<file path="config.mk">
export PLATFORM = sky130hd
export DESIGN_NAME = segment_window_translator_top
export DESIGN_NICKNAME = d
export VERILOG_FILES = /design/src/hdl/swt_pkg.sv /design/src/hdl/swt_alu.sv /design/src/hdl/segment_window_translator_top.sv
export SDC_FILE = /design/constraint.sdc
export NUM_CORES = 2
export LEC_CHECK = 0
export ABC_CLOCK_PERIOD_IN_PS = 26400
export BUFFER_PORTS_ARGS = -buffer_cell sky130_fd_sc_hd__buf_2
export CAP_MARGIN = 20
export CORE_ASPECT_RATIO = 1.4
export CORE_UTILIZATION = 41
export CTS_CLUSTER_DIAMETER = 100
export DETAILED_ROUTE_END_ITERATION = 10
export PLACE_DENSITY = 0.6
export SKIP_LAST_GASP = 1
export SLEW_MARGIN = 20
export SYNTH_ARGS = -nofsm -noshare
export SYNTH_HDL_FRONTEND = slang
export SYNTH_HIERARCHICAL = 1
export SYNTH_SLANG_ARGS = --single-unit
</file>
<file path="constraint.sdc">
create_clock -name clk -period 26.4 [get_ports clk]
set_clock_uncertainty 0.2 [all_clocks]
set_input_delay 1.32 -clock clk [delete_from_list [all_inputs] [get_ports clk]]
set_output_delay 1.32 -clock clk [all_outputs]
set_load 0.01 [all_outputs]
</file>
<file path="src/hdl/swt_pkg.sv">
// Shared types, codes and default sizes for the segment window translator.
package swt_pkg;

  localparam int MAX_SEGMENTS_DEF = 16;
  localparam int POS_BITS_DEF     = 48;
  localparam int ID_BITS_DEF      = 16;

  // Fixed widths of the fields on the ports.
  localparam int ITEM_POS_W = 48;
  localparam int ITEM_ID_W  = 16;

  typedef enum logic [1:0] {
    ACT_START,
    ACT_APPEND,
    ACT_UNHASH,
    ACT_HASH
  } action_t;

  typedef enum logic [2:0] {
    ST_OK,
    ST_NO_WINDOW,
    ST_POS_RANGE,
    ST_ABSENT,
    ST_LOCAL_RANGE,
    ST_FULL,
    ST_OVERFLOW
  } status_t;

  typedef enum logic {
    ALU_ADD,
    ALU_SUB
  } alu_op_t;

  typedef enum logic [2:0] {
    S_IDLE,
    S_DISPATCH,
    S_SCAN_UNHASH,
    S_UNHASH_SUB,
    S_SCAN_HASH,
    S_HASH_CMP
  } fsm_state_t;

  typedef struct packed {
    action_t                 action;
    logic [ITEM_ID_W-1:0]    segment_id;
    logic [ITEM_POS_W-1:0]   segment_size;
    logic [ITEM_POS_W-1:0]   window_position_in;
    logic [ITEM_POS_W-1:0]   local_position_in;
  } item_t;

  typedef struct packed {
    logic [ITEM_POS_W-1:0]   window_position_out;
    logic [ITEM_ID_W-1:0]    segment_id_out;
    logic [ITEM_POS_W-1:0]   local_position_out;
    logic [ITEM_POS_W-1:0]   total_positions;
    logic                    window_loops;
    status_t                 status;
  } result_t;

endpackage

</file>
<file path="src/hdl/swt_alu.sv">
// Shared add and subtract unit used for every offset sum and compare.
module swt_alu #(
  parameter int POS_BITS = swt_pkg::POS_BITS_DEF
) (
  input  swt_pkg::alu_op_t    op,
  input  logic [POS_BITS:0]   a,
  input  logic [POS_BITS:0]   b,
  output logic [POS_BITS+1:0] res
);

  // On a subtraction the top bit is the borrow, so it reads as a < b.
  always_comb begin
    case (op)
      swt_pkg::ALU_ADD: res = {1'b0, a} + {1'b0, b};
      swt_pkg::ALU_SUB: res = {1'b0, a} - {1'b0, b};
      default:          res = '0;
    endcase
  end

endmodule

</file>
<file path="src/hdl/segment_window_translator_top.sv">
// Segment window table with a sequencer for start, append, unhash and hash commands.
// Start, append and an unhash out of range finish in the dispatch state; done is registered.
// An unhash or hash scans from entry 0 to its hit, then finishes in a subtract or compare state;
// a hash miss scans all filled entries, one entry per cycle through the single read port.
// busy is high from the transfer until done, and results cannot be stalled.
// Reset empties the window; the table contents are not cleared and are never read unwritten.
module segment_window_translator_top #(
  parameter int MAX_SEGMENTS = swt_pkg::MAX_SEGMENTS_DEF,
  parameter int POS_BITS     = swt_pkg::POS_BITS_DEF,
  parameter int ID_BITS      = swt_pkg::ID_BITS_DEF
) (
  input  logic             clk,
  input  logic             rst,
  input  logic             start,
  input  swt_pkg::item_t   item,
  output logic             busy,
  output logic             done,
  output swt_pkg::result_t result
);

  localparam int IW  = $clog2(MAX_SEGMENTS);
  localparam int CW  = $clog2(MAX_SEGMENTS + 1);
  localparam int OW  = swt_pkg::ITEM_POS_W;
  localparam int OIW = swt_pkg::ITEM_ID_W;
  localparam logic [CW-1:0]       MAX_CNT = CW'(MAX_SEGMENTS);
  localparam logic [POS_BITS-1:0] POS_MAX = '1;

  swt_pkg::fsm_state_t state, state_next;
  swt_pkg::item_t      cmd;

  logic [CW-1:0]       count, count_next;
  logic                loop, loop_next;
  logic                ready, ready_next;
  logic [ID_BITS-1:0]  own_id, own_id_next;
  logic [POS_BITS-1:0] total, total_next;
  logic [POS_BITS-1:0] base, base_next;
  logic [CW-1:0]       idx, idx_next;
  logic [ID_BITS-1:0]  hit_id, hit_id_next;
  logic [POS_BITS-1:0] hit_end, hit_end_next;
  logic [POS_BITS:0]   sum_reg, sum_next;
  swt_pkg::result_t    result_next;
  logic                done_next;

  // Window table.
  logic [ID_BITS-1:0]  ids  [MAX_SEGMENTS];
  logic [POS_BITS-1:0] ends [MAX_SEGMENTS];
  logic                wr_en;
  logic [IW-1:0]       wr_addr;
  logic [ID_BITS-1:0]  wr_id;
  logic [POS_BITS-1:0] wr_end;
  logic [IW-1:0]       rd_addr;
  logic [ID_BITS-1:0]  rd_id;
  logic [POS_BITS-1:0] rd_end;

  swt_pkg::alu_op_t    alu_op;
  logic [POS_BITS:0]   alu_a, alu_b;
  logic [POS_BITS+1:0] alu_res;

  logic                finish;
  swt_pkg::status_t    res_st;
  logic [POS_BITS-1:0] res_w, res_l;
  logic [ID_BITS-1:0]  res_id;

  logic [ID_BITS-1:0]  c_id;
  logic [POS_BITS-1:0] c_size, c_wpos, c_lpos;

  assign c_id   = ID_BITS'(cmd.segment_id);
  assign c_size = POS_BITS'(cmd.segment_size);
  assign c_wpos = POS_BITS'(cmd.window_position_in);
  assign c_lpos = POS_BITS'(cmd.local_position_in);

  assign busy = (state != swt_pkg::S_IDLE);

  swt_alu #(.POS_BITS(POS_BITS)) u_alu (
    .op  (alu_op),
    .a   (alu_a),
    .b   (alu_b),
    .res (alu_res)
  );

  always_comb begin
    state_next   = state;
    count_next   = count;
    loop_next    = loop;
    ready_next   = ready;
    own_id_next  = own_id;
    total_next   = total;
    base_next    = base;
    idx_next     = idx;
    hit_id_next  = hit_id;
    hit_end_next = hit_end;
    sum_next     = sum_reg;
    wr_en        = 1'b0;
    wr_addr      = count[IW-1:0];
    wr_id        = c_id;
    wr_end       = '0;
    alu_op       = swt_pkg::ALU_SUB;
    alu_a        = {1'b0, c_wpos};
    alu_b        = {1'b0, total};
    finish       = 1'b0;
    res_st       = swt_pkg::ST_OK;
    res_w        = '0;
    res_l        = '0;
    res_id       = '0;

    case (state)
      swt_pkg::S_IDLE: begin
        if (start) begin
          state_next = swt_pkg::S_DISPATCH;
        end
      end
      swt_pkg::S_DISPATCH: begin
        if (cmd.action == swt_pkg::ACT_START) begin
          wr_en       = 1'b1;
          wr_addr     = '0;
          wr_end      = c_size;
          own_id_next = c_id;
          total_next  = c_size;
          count_next  = CW'(1);
          loop_next   = 1'b0;
          ready_next  = 1'b1;
          finish      = 1'b1;
        end else if (!ready) begin
          res_st = swt_pkg::ST_NO_WINDOW;
          finish = 1'b1;
        end else begin
          case (cmd.action)
            swt_pkg::ACT_APPEND: begin
              finish = 1'b1;
              if (c_id == own_id) begin
                loop_next = 1'b1;
              end else if (count == MAX_CNT) begin
                res_st = swt_pkg::ST_FULL;
              end else begin
                alu_op = swt_pkg::ALU_ADD;
                alu_a  = {1'b0, total};
                alu_b  = {1'b0, c_size};
                if (alu_res[POS_BITS]) begin
                  wr_end = POS_MAX;
                  res_st = swt_pkg::ST_OVERFLOW;
                end else begin
                  wr_end = alu_res[POS_BITS-1:0];
                end
                wr_en      = 1'b1;
                total_next = wr_end;
                count_next = count + CW'(1);
              end
            end
            swt_pkg::ACT_UNHASH: begin
              // The position must lie below the end of the last segment.
              if (!alu_res[POS_BITS+1]) begin
                res_st = swt_pkg::ST_POS_RANGE;
                finish = 1'b1;
              end else begin
                idx_next   = '0;
                base_next  = '0;
                state_next = swt_pkg::S_SCAN_UNHASH;
              end
            end
            default: begin
              idx_next   = '0;
              base_next  = '0;
              state_next = swt_pkg::S_SCAN_HASH;
            end
          endcase
        end
      end
      swt_pkg::S_SCAN_UNHASH: begin
        alu_b = {1'b0, rd_end};
        if (alu_res[POS_BITS+1]) begin
          hit_id_next = rd_id;
          state_next  = swt_pkg::S_UNHASH_SUB;
        end else begin
          base_next = rd_end;
          idx_next  = idx + CW'(1);
        end
      end
      swt_pkg::S_UNHASH_SUB: begin
        alu_b  = {1'b0, base};
        res_id = hit_id;
        res_l  = alu_res[POS_BITS-1:0];
        finish = 1'b1;
      end
      swt_pkg::S_SCAN_HASH: begin
        if (idx == count) begin
          res_st = swt_pkg::ST_ABSENT;
          finish = 1'b1;
        end else if (rd_id == c_id) begin
          alu_op       = swt_pkg::ALU_ADD;
          alu_a        = {1'b0, base};
          alu_b        = {1'b0, c_lpos};
          sum_next     = alu_res[POS_BITS:0];
          hit_end_next = rd_end;
          state_next   = swt_pkg::S_HASH_CMP;
        end else begin
          base_next = rd_end;
          idx_next  = idx + CW'(1);
        end
      end
      swt_pkg::S_HASH_CMP: begin
        // base + local below the segment end is the same as local below the size.
        alu_a  = sum_reg;
        alu_b  = {1'b0, hit_end};
        finish = 1'b1;
        if (alu_res[POS_BITS+1]) begin
          res_w = sum_reg[POS_BITS-1:0];
        end else begin
          res_st = swt_pkg::ST_LOCAL_RANGE;
        end
      end
      default: begin
        state_next = swt_pkg::S_IDLE;
      end
    endcase

    if (finish) begin
      state_next = swt_pkg::S_IDLE;
    end

    rd_addr   = idx_next[IW-1:0];
    done_next = finish;

    result_next.window_position_out = OW'(res_w);
    result_next.segment_id_out      = OIW'(res_id);
    result_next.local_position_out  = OW'(res_l);
    result_next.total_positions     = ready_next ? OW'(total_next) : '0;
    result_next.window_loops        = loop_next;
    result_next.status              = res_st;
  end

  always_ff @(posedge clk) begin
    if (rst) begin
      state <= swt_pkg::S_IDLE;
      count <= '0;
      loop  <= 1'b0;
      ready <= 1'b0;
      done  <= 1'b0;
      idx   <= '0;
    end else begin
      state <= state_next;
      count <= count_next;
      loop  <= loop_next;
      ready <= ready_next;
      done  <= done_next;
      idx   <= idx_next;
    end
  end

  always_ff @(posedge clk) begin
    if (start && !busy) begin
      cmd <= item;
    end
    own_id  <= own_id_next;
    total   <= total_next;
    base    <= base_next;
    hit_id  <= hit_id_next;
    hit_end <= hit_end_next;
    sum_reg <= sum_next;
    result  <= result_next;
  end

  always_ff @(posedge clk) begin
    if (wr_en) begin
      ids[wr_addr]  <= wr_id;
      ends[wr_addr] <= wr_end;
    end
    rd_id  <= ids[rd_addr];
    rd_end <= ends[rd_addr];
  end

  a_done_idle: assert property (@(posedge clk) disable iff (rst)
    done |-> !busy)
    else $error("done strobe while a command is still in progress");

  a_accept_busy: assert property (@(posedge clk) disable iff (rst)
    (start && !busy) |=> busy)
    else $error("accepted transfer did not make the block busy");

  a_count_max: assert property (@(posedge clk) disable iff (rst)
    count <= MAX_CNT)
    else $error("entry count beyond table depth");

  a_no_window: assert property (@(posedge clk) disable iff (rst)
    !ready |-> (count == '0))
    else $error("table holds entries without a window");

  a_scan_bound: assert property (@(posedge clk) disable iff (rst)
    (state == swt_pkg::S_SCAN_HASH) |-> (idx <= count))
    else $error("hash scan ran past the filled entries");

endmodule
</file>
* Word level (Yosys, flattened, before mapping)
Memories as Yosys holds them, arrays and structs flattened. A register that Yosys moved wholly into a read port is not among the register bits. Index checks and enable logic that the tools add are counted.
Word-level totals: register bits after elaboration 567, bits in latches 0, memory bits (writable) 1024, ROM bits 0, input port bits 165, output and inout port bits 166, logic and storage cells 174, memories kept 2
Operators by class: add/subtract/negate cells 4, $mul 0, divide/modulo/power cells 0, $lt $le $gt $ge 0, equality and inequality tests 23, shift-type cells 0, multiplexer cells 101, bitwise operators 3, reduce and logical (&&, ||, !) cells 17
Memories:
- ends | words 16, width 48, rd ports 1, clocked after memory_dff 1, wr ports 1, line segment_window_translator_top.sv:46 | logic [POS_BITS-1:0] ends [MAX_SEGMENTS];
- ids | words 16, width 16, rd ports 1, clocked after memory_dff 1, wr ports 1, line segment_window_translator_top.sv:45 | logic [ID_BITS-1:0] ids [MAX_SEGMENTS];
Operators with widths (count):
- $mux W48 | 33
- $pmux W48 S5 | 1
- $pmux W49 S3 | 1
- $pmux W48 S3 | 1
- $pmux W50 S2 | 1
- $pmux W48 S2 | 1
- $mux W5 | 11
- $add A49 B48 Y50 | 1
- $sub A49 B48 Y50 | 1
- $mux W3 | 13
- $eq A16 B16 Y1 | 2
- $mux W1 | 26
- $ne A2 B2 Y1 const B | 11
- $pmux W3 S5 | 1
- $pmux W5 S3 | 1
- $pmux W3 S2 | 2
- $add A5 B1 Y5 const B | 2
- $pmux W5 S2 | 1
- $pmux W3 S3 | 1
- $reduce_and A9 Y1 | 1
- $mux W4 | 2
- $reduce_and A8 Y1 | 1
- $eq A3 B2 Y1 const B | 2
- $eq A3 B3 Y1 const B | 2
- other kinds (20) | 29

* Depth between registers and ports, before layout
depth after elaboration 16, depth in mapped cells 44, mapped depth without buffers 36

* By module
Netlist, hierarchy kept.
By module, submodules not included:
- segment_window_translator_top | instances 1, cells each 5098, area an instance 66804.1 um2, sequential area each 46774.9 um2
- swt_alu | instances 1, cells each 579, area an instance 3868.7 um2, sequential area each 0.0 um2

* Worst setup path after synthesis
No wires, ideal clock.
path type register to register, from register cmd, in the netlist c_id[0], to register idx[4], library setup time 0.128 ns, arrival time 11.042 ns, data required time 26.072 ns, slack 15.030 ns, cell stages (with the launch flop) 24, buffers on the path 2, period minus slack after synthesis 11.370 ns, cells stage by stage edfxtp_1 -> xor2_1 -> nor4_1 -> nand4_1 -> buf_2 -> nor3_1 -> clkbuf_1 -> a222oi_1 -> o21ai_0 -> ha_1 -> nor2b_2 -> o2111ai_2 -> a2111oi_2 -> nor2_1 -> a2111oi_2 -> o21ai_1 -> and2_4 -> o311a_1 -> or3b_1 -> a21o_1 -> a21oi_1 -> o21ai_0 -> a21oi_1 -> nor2_1
On the way: word-level cells in the longest chain between the ends 10, elaborated cells between the ends (all ways) 31, classes of those cells 2 x add/sub; 5 x eq/ne; 22 x mux; 1 x bitwise; 1 x reduce/logical
RTL lines:
- start: declaration | line segment_window_translator_top.sv:29 | swt_pkg::item_t cmd;
- start signal: assignment | line segment_window_translator_top.sv:251 | cmd <= item;
- $eq A16 B16 Y1 | line segment_window_translator_top.sv:130 | if (c_id == own_id) begin
- $mux W48 | line segment_window_translator_top.sv:130
- $mux W48 | line segment_window_translator_top.sv:127 | case (cmd.action)
- $mux W48 | line segment_window_translator_top.sv:123 | end else if (!ready) begin
- $mux W48 | line segment_window_translator_top.sv:113 | if (cmd.action == swt_pkg::ACT_START) begin
- $pmux W49 S3 (*) | line segment_window_translator_top.sv:106 | case (state)
- net alu_a[1] | line segment_window_translator_top.sv:56 | logic [POS_BITS:0] alu_a, alu_b;
- $sub A49 B48 Y50 or $add A49 B48 Y50 (tied branches) | line swt_alu.sv:15, swt_alu.sv:14
- $pmux W50 S2 (*) | line swt_alu.sv:13 | case (op)
- net alu_res[49] | line segment_window_translator_top.sv:57 | logic [POS_BITS+1:0] alu_res;
- $ne A3 B3 Y1 (no line) or $ne A2 B2 Y1 (tied branches)
- $reduce_and A8 Y1 (no line) (*)
- end signal: assignment | line segment_window_translator_top.sv:245 | idx <= idx_next;
- end: declaration | line segment_window_translator_top.sv:37 | logic [CW-1:0] idx, idx_next;
Mark *: on every way through the listed nets, which the timed path passes. The rest lies on a longest branch. A chain may end at the register's enable or synchronous reset.

* Final worst setup path
from register cmd, in the netlist c_id[0], to register rd_id[1], read port of ids
On the way: word-level cells in the longest chain between the ends 13, elaborated cells between the ends (all ways) 35, classes of those cells 2 x add/sub; 2 x eq/ne; 30 x mux; 1 x bitwise
RTL lines:
- $eq A16 B16 Y1 | line segment_window_translator_top.sv:130
- $mux W48 | line segment_window_translator_top.sv:130
- $mux W48 | line segment_window_translator_top.sv:127
- $mux W48 | line segment_window_translator_top.sv:123
- $mux W48 | line segment_window_translator_top.sv:113
- $pmux W48 S5 (*) | line segment_window_translator_top.sv:106
- net alu_b[4] | line segment_window_translator_top.sv:56
- $sub A49 B48 Y50 or $add A49 B48 Y50 (tied branches) | line swt_alu.sv:15, swt_alu.sv:14
- $pmux W50 S2 (*) | line swt_alu.sv:13
- net alu_res[49] | line segment_window_translator_top.sv:57
- $mux W5 | line segment_window_translator_top.sv:151 | if (!alu_res[POS_BITS+1]) begin
- $pmux W5 S2 | line segment_window_translator_top.sv:127
- $mux W5 | line segment_window_translator_top.sv:123
- $mux W5 | line segment_window_translator_top.sv:113
- $pmux W5 S3 (*) | line segment_window_translator_top.sv:106
- end: declaration | line segment_window_translator_top.sv:52 | logic [ID_BITS-1:0] rd_id;
Mark *: on every way through the listed nets, which the timed path passes. The rest lies on a longest branch. The select of a mux whose other input is x is not followed.

==> results.tsv <==
stage	metric	value	unit
global_route	overflow	0	
synth	synth_cells	5677	
synth	ys.flop_type	edfxtp_1	
synth	netlist_top_cells_area	edfxtp_1, dfxtp_1, nand2_1, a21oi_1, o21ai_0	
global_route	grt_max_degree	165	
critical_path	worstPathArrival	15200	ps
final_layout	reg_top3	ends x768, ids x256, result x164	
final_layout	layout-drive-gt1-share	15.1	%
timing	hold_viol	0	
synth	synthesis.area	70700	µm²
synth	syn_area_per_cell	12.4	µm²
critical_path	path_class	reg -> reg	
timing	fin_crit_sh	55.5	%
drt	routed_wl	224	mm
die	ios	331	
critical_path	slowest_stage	a2111oi_2	
power_and_ir_drop	irDropWorstVdd	0.0803	mV
status	status	finished, final reports clean	
power_and_ir_drop	p_clk_share	36.4	%
synth	yosys_warnings	6	
synth	synth_edf_count	1363	
critical_path	endpoint_kind	register	
synth	synthAdderAreaFrac	1.04	%
timing	setup_viol	0	
synth	synth.most_common_cell	edfxtp_1	
power_and_ir_drop	pwr-share-comb	16.3	%
synth	synth_cell_types	91	
die	rows	179	
final_layout	n_fill_cell	15100	
final_layout	regArea	46800	µm²
drt	drc	0	
clock_tree	clkLatencyLatePin	830	ps
power_and_ir_drop	power.internal	4.54	mW
final_layout	largest_reg_flops	768	
critical_path	cpPeakStageDelay	990	ps
hold_path	hold_class	reg -> reg	
synth	synth_simple_gate_area_share	10.9	%
power_and_ir_drop	netSwitchingPower	1.78	mW
power_and_ir_drop	pwr-share-seq	47.2	%
critical_path	crit_fanout	131	
drt	first_pass_iters	8	
timing	rsz0062_at_grt	false	
timing	setup-tns-final	0	ps
critical_path	startpoint_type	register	
synth	yosys.area.top_type	edfxtp_1	
drt	first_iter_violations	5562	
global_route	grt_pass1_vias	47600	
power_and_ir_drop	power.density	79.4	nW/µm²
global_route	grt_usage	25.1	%
final_layout	largest_register	ends	
clock_tree	clockBufferDepth	3	
clock_tree	h-tree-depth	4	
clock_tree	clockRootBuffer	clkbuf_16	
synth	ys_ff_latch	1655	
global_route	grt_pass1_wl	327	mm
clock_tree	cts_hold_buf	0	
critical_path	required	26950	ps
timing	worst-slew-pin-transition	1260	ps
placed_design	portBuffers	330	
clock_tree	post_cts_resize_count	0	
clock_tree	cts.clk_slew.worst_paths	70	ps
clock_tree	postCtsSetupBuffers	0	
synth	yosysSeqAreaShare	66.2	%
power_and_ir_drop	p_total	6.31	mW
synth	synth_compound_area_share	14.7	%
synth	synth_top_cells_by_count	edfxtp_1, nand2_1, a21oi_1, clkbuf_1, o21ai_0	
die	fp.dieW	353	µm
die	die_h	493	µm
synth	synth-xor-area-share	1.66	%
drt	wl_per_cell	27.4	µm
critical_path	path_common_cell	buf_4	
final_layout	nets	6010	
synth	synth.area.mux_share	2.10	%
clock_tree	numCtsBuffers	155	
drt	ant_nets	0	
die	core_area	170000	µm²
timing	clock.fmax	0.0683	GHz
clock_tree	cts_tree	yes	
placed_design	dp_hpwl	128	mm
final_layout	multi_input_area	21800	µm²
clock_tree	cts_sinks	1655	
die	start_util	41.5	%
synth	synth_top_family_by_area	compound AO/OA/AOI/OAI gates	
drt	vias	50100	
drt	viasPerCell	6.12	
die	dieArea	174000	µm²
synth	synthArstFlopShare	0	%
global_route	antenna_found_initial	4	
synth	synth_top_area_share	57.9	%
timing	min_period	14650	ps
timing	slew_headroom	15.9	%
power_and_ir_drop	p_leak	28.1	nW
final_layout	area_growth	12.5	%
placed_design	globalplace.congestion	0.958	
timing	slew_viol_final	0	
power_and_ir_drop	power.switching_fraction	28.2	%
job	drv_cap	0	
==> worst max-delay path: cells and delay by family, from the launching register on <==
| family | cells | cell delay (ps) |
|---|---|---|
| AOI/OAI and AO/OA | 14 | 4140 |
| xor gates and xnor gates | 2 | 420 |
| adders and majority gates | 2 | 720 |
| buffers and inverters | 6 | 2910 |
| DFF | 1 | 640 |
| and+or+nand+nor | 16 | 5370 |
==> final cells by class <==
class | instances | area share, %
Timing Repair Buffer | 439 | 3.19
Sequential cell | 1655 | 58.8
Tap cell | 2262 | 3.56
Inverter | 80 | 0.379
Clock inverter | 67 | 1.01
Clock buffer | 224 | 5.55
Antenna cell | 1 | 0.00315
Multi-Input combinational cell | 3456 | 27.5
==> kinds of logic (layout without fill, tap and decap cells) <==
family / count (synthesis) / in the layout
AOI/OAI and AO/OA: 1516 / 1516
xor gates and xnor gates: 134 / 134
adders and majority gates: 58 / 58
buffers and inverters: 567 / 810
DFF: 1655 / 1655
muxes: 132 / 132
other: 1 / 3
and+or+nand+nor: 1614 / 1614
==> cells in the final DEF, fill, tap and decap left out, types with 70 or more instances in the layout <==
cell type     n
inv_1        77
dfxtp_1     289
a21oi_1     369
buf_4       103
xnor2_1      88
edfxtp_1   1363
nor2_1      262
mux2_2      128
o21ai_0     316
a311o_1     128
clkbuf_16   157
and2_1       70
o211ai_1     70
nor3_1      124
buf_2       330
nand2_1     512
nand4_1      79
a221oi_1    176
o22ai_1      95
nand3_1     271
and3_1      188
==> power groups by stage <==
stage | Clock, mW | Sequential [mW] | Combinational [mW]
floorplan | 0 | 3.00 | 0.711
finish | 2.30 | 2.98 | 1.03
global route | 2.42 | 2.99 | 1.11
global placement | 0 | 3.03 | 1.01
detailed placement | 0 | 3.03 | 1.01
CTS | 2.33 | 2.98 | 1.02
==> through the flow <==
| stage | area (µm²) | utilization, % | hold slack [ps] | cells | setup WS [ps] |
|---|---|---|---|---|---|
| 4_1_cts | 79500 | 46.6 | 219 | 8183 | 12030 |
| 3_3_place_gp | 74300 | 43.6 | 215 | 7891 | 12330 |
| 6_report | 79500 | 46.7 | 222 | 8184 | 11750 |
| 2_1_floorplan | 70700 | - | 208 | 5678 | 15030 |
| 3_5_place_dp | 74300 | 43.6 | 216 | 7892 | 12070 |
| 5_1_grt | 79500 | 46.7 | 230 | 8184 | 11100 |
==> final timing paths <==
check,startpoint,to,slack (ps),cells past startpoint
worst max-delay path,c_id[0],rd_id[1],11750,40
worst min register to register,rd_end[3],hit_end[3],220,0
worst min-delay path,rd_end[3],hit_end[3],220,0
worst max register to register,c_id[0],rd_id[1],11750,40
==> layer usage <==
metal	global-route usage, %	vias to the layer above	share of wire [%]
met4	8.61	6	3.1
met1	33.8	25100	41
met5	0	-	0.015
met2	41.1	2470	48
met3	3.94	361	8.0
li1	-	22100	-
No activity file was read; power rests on OpenSTA's default activity.
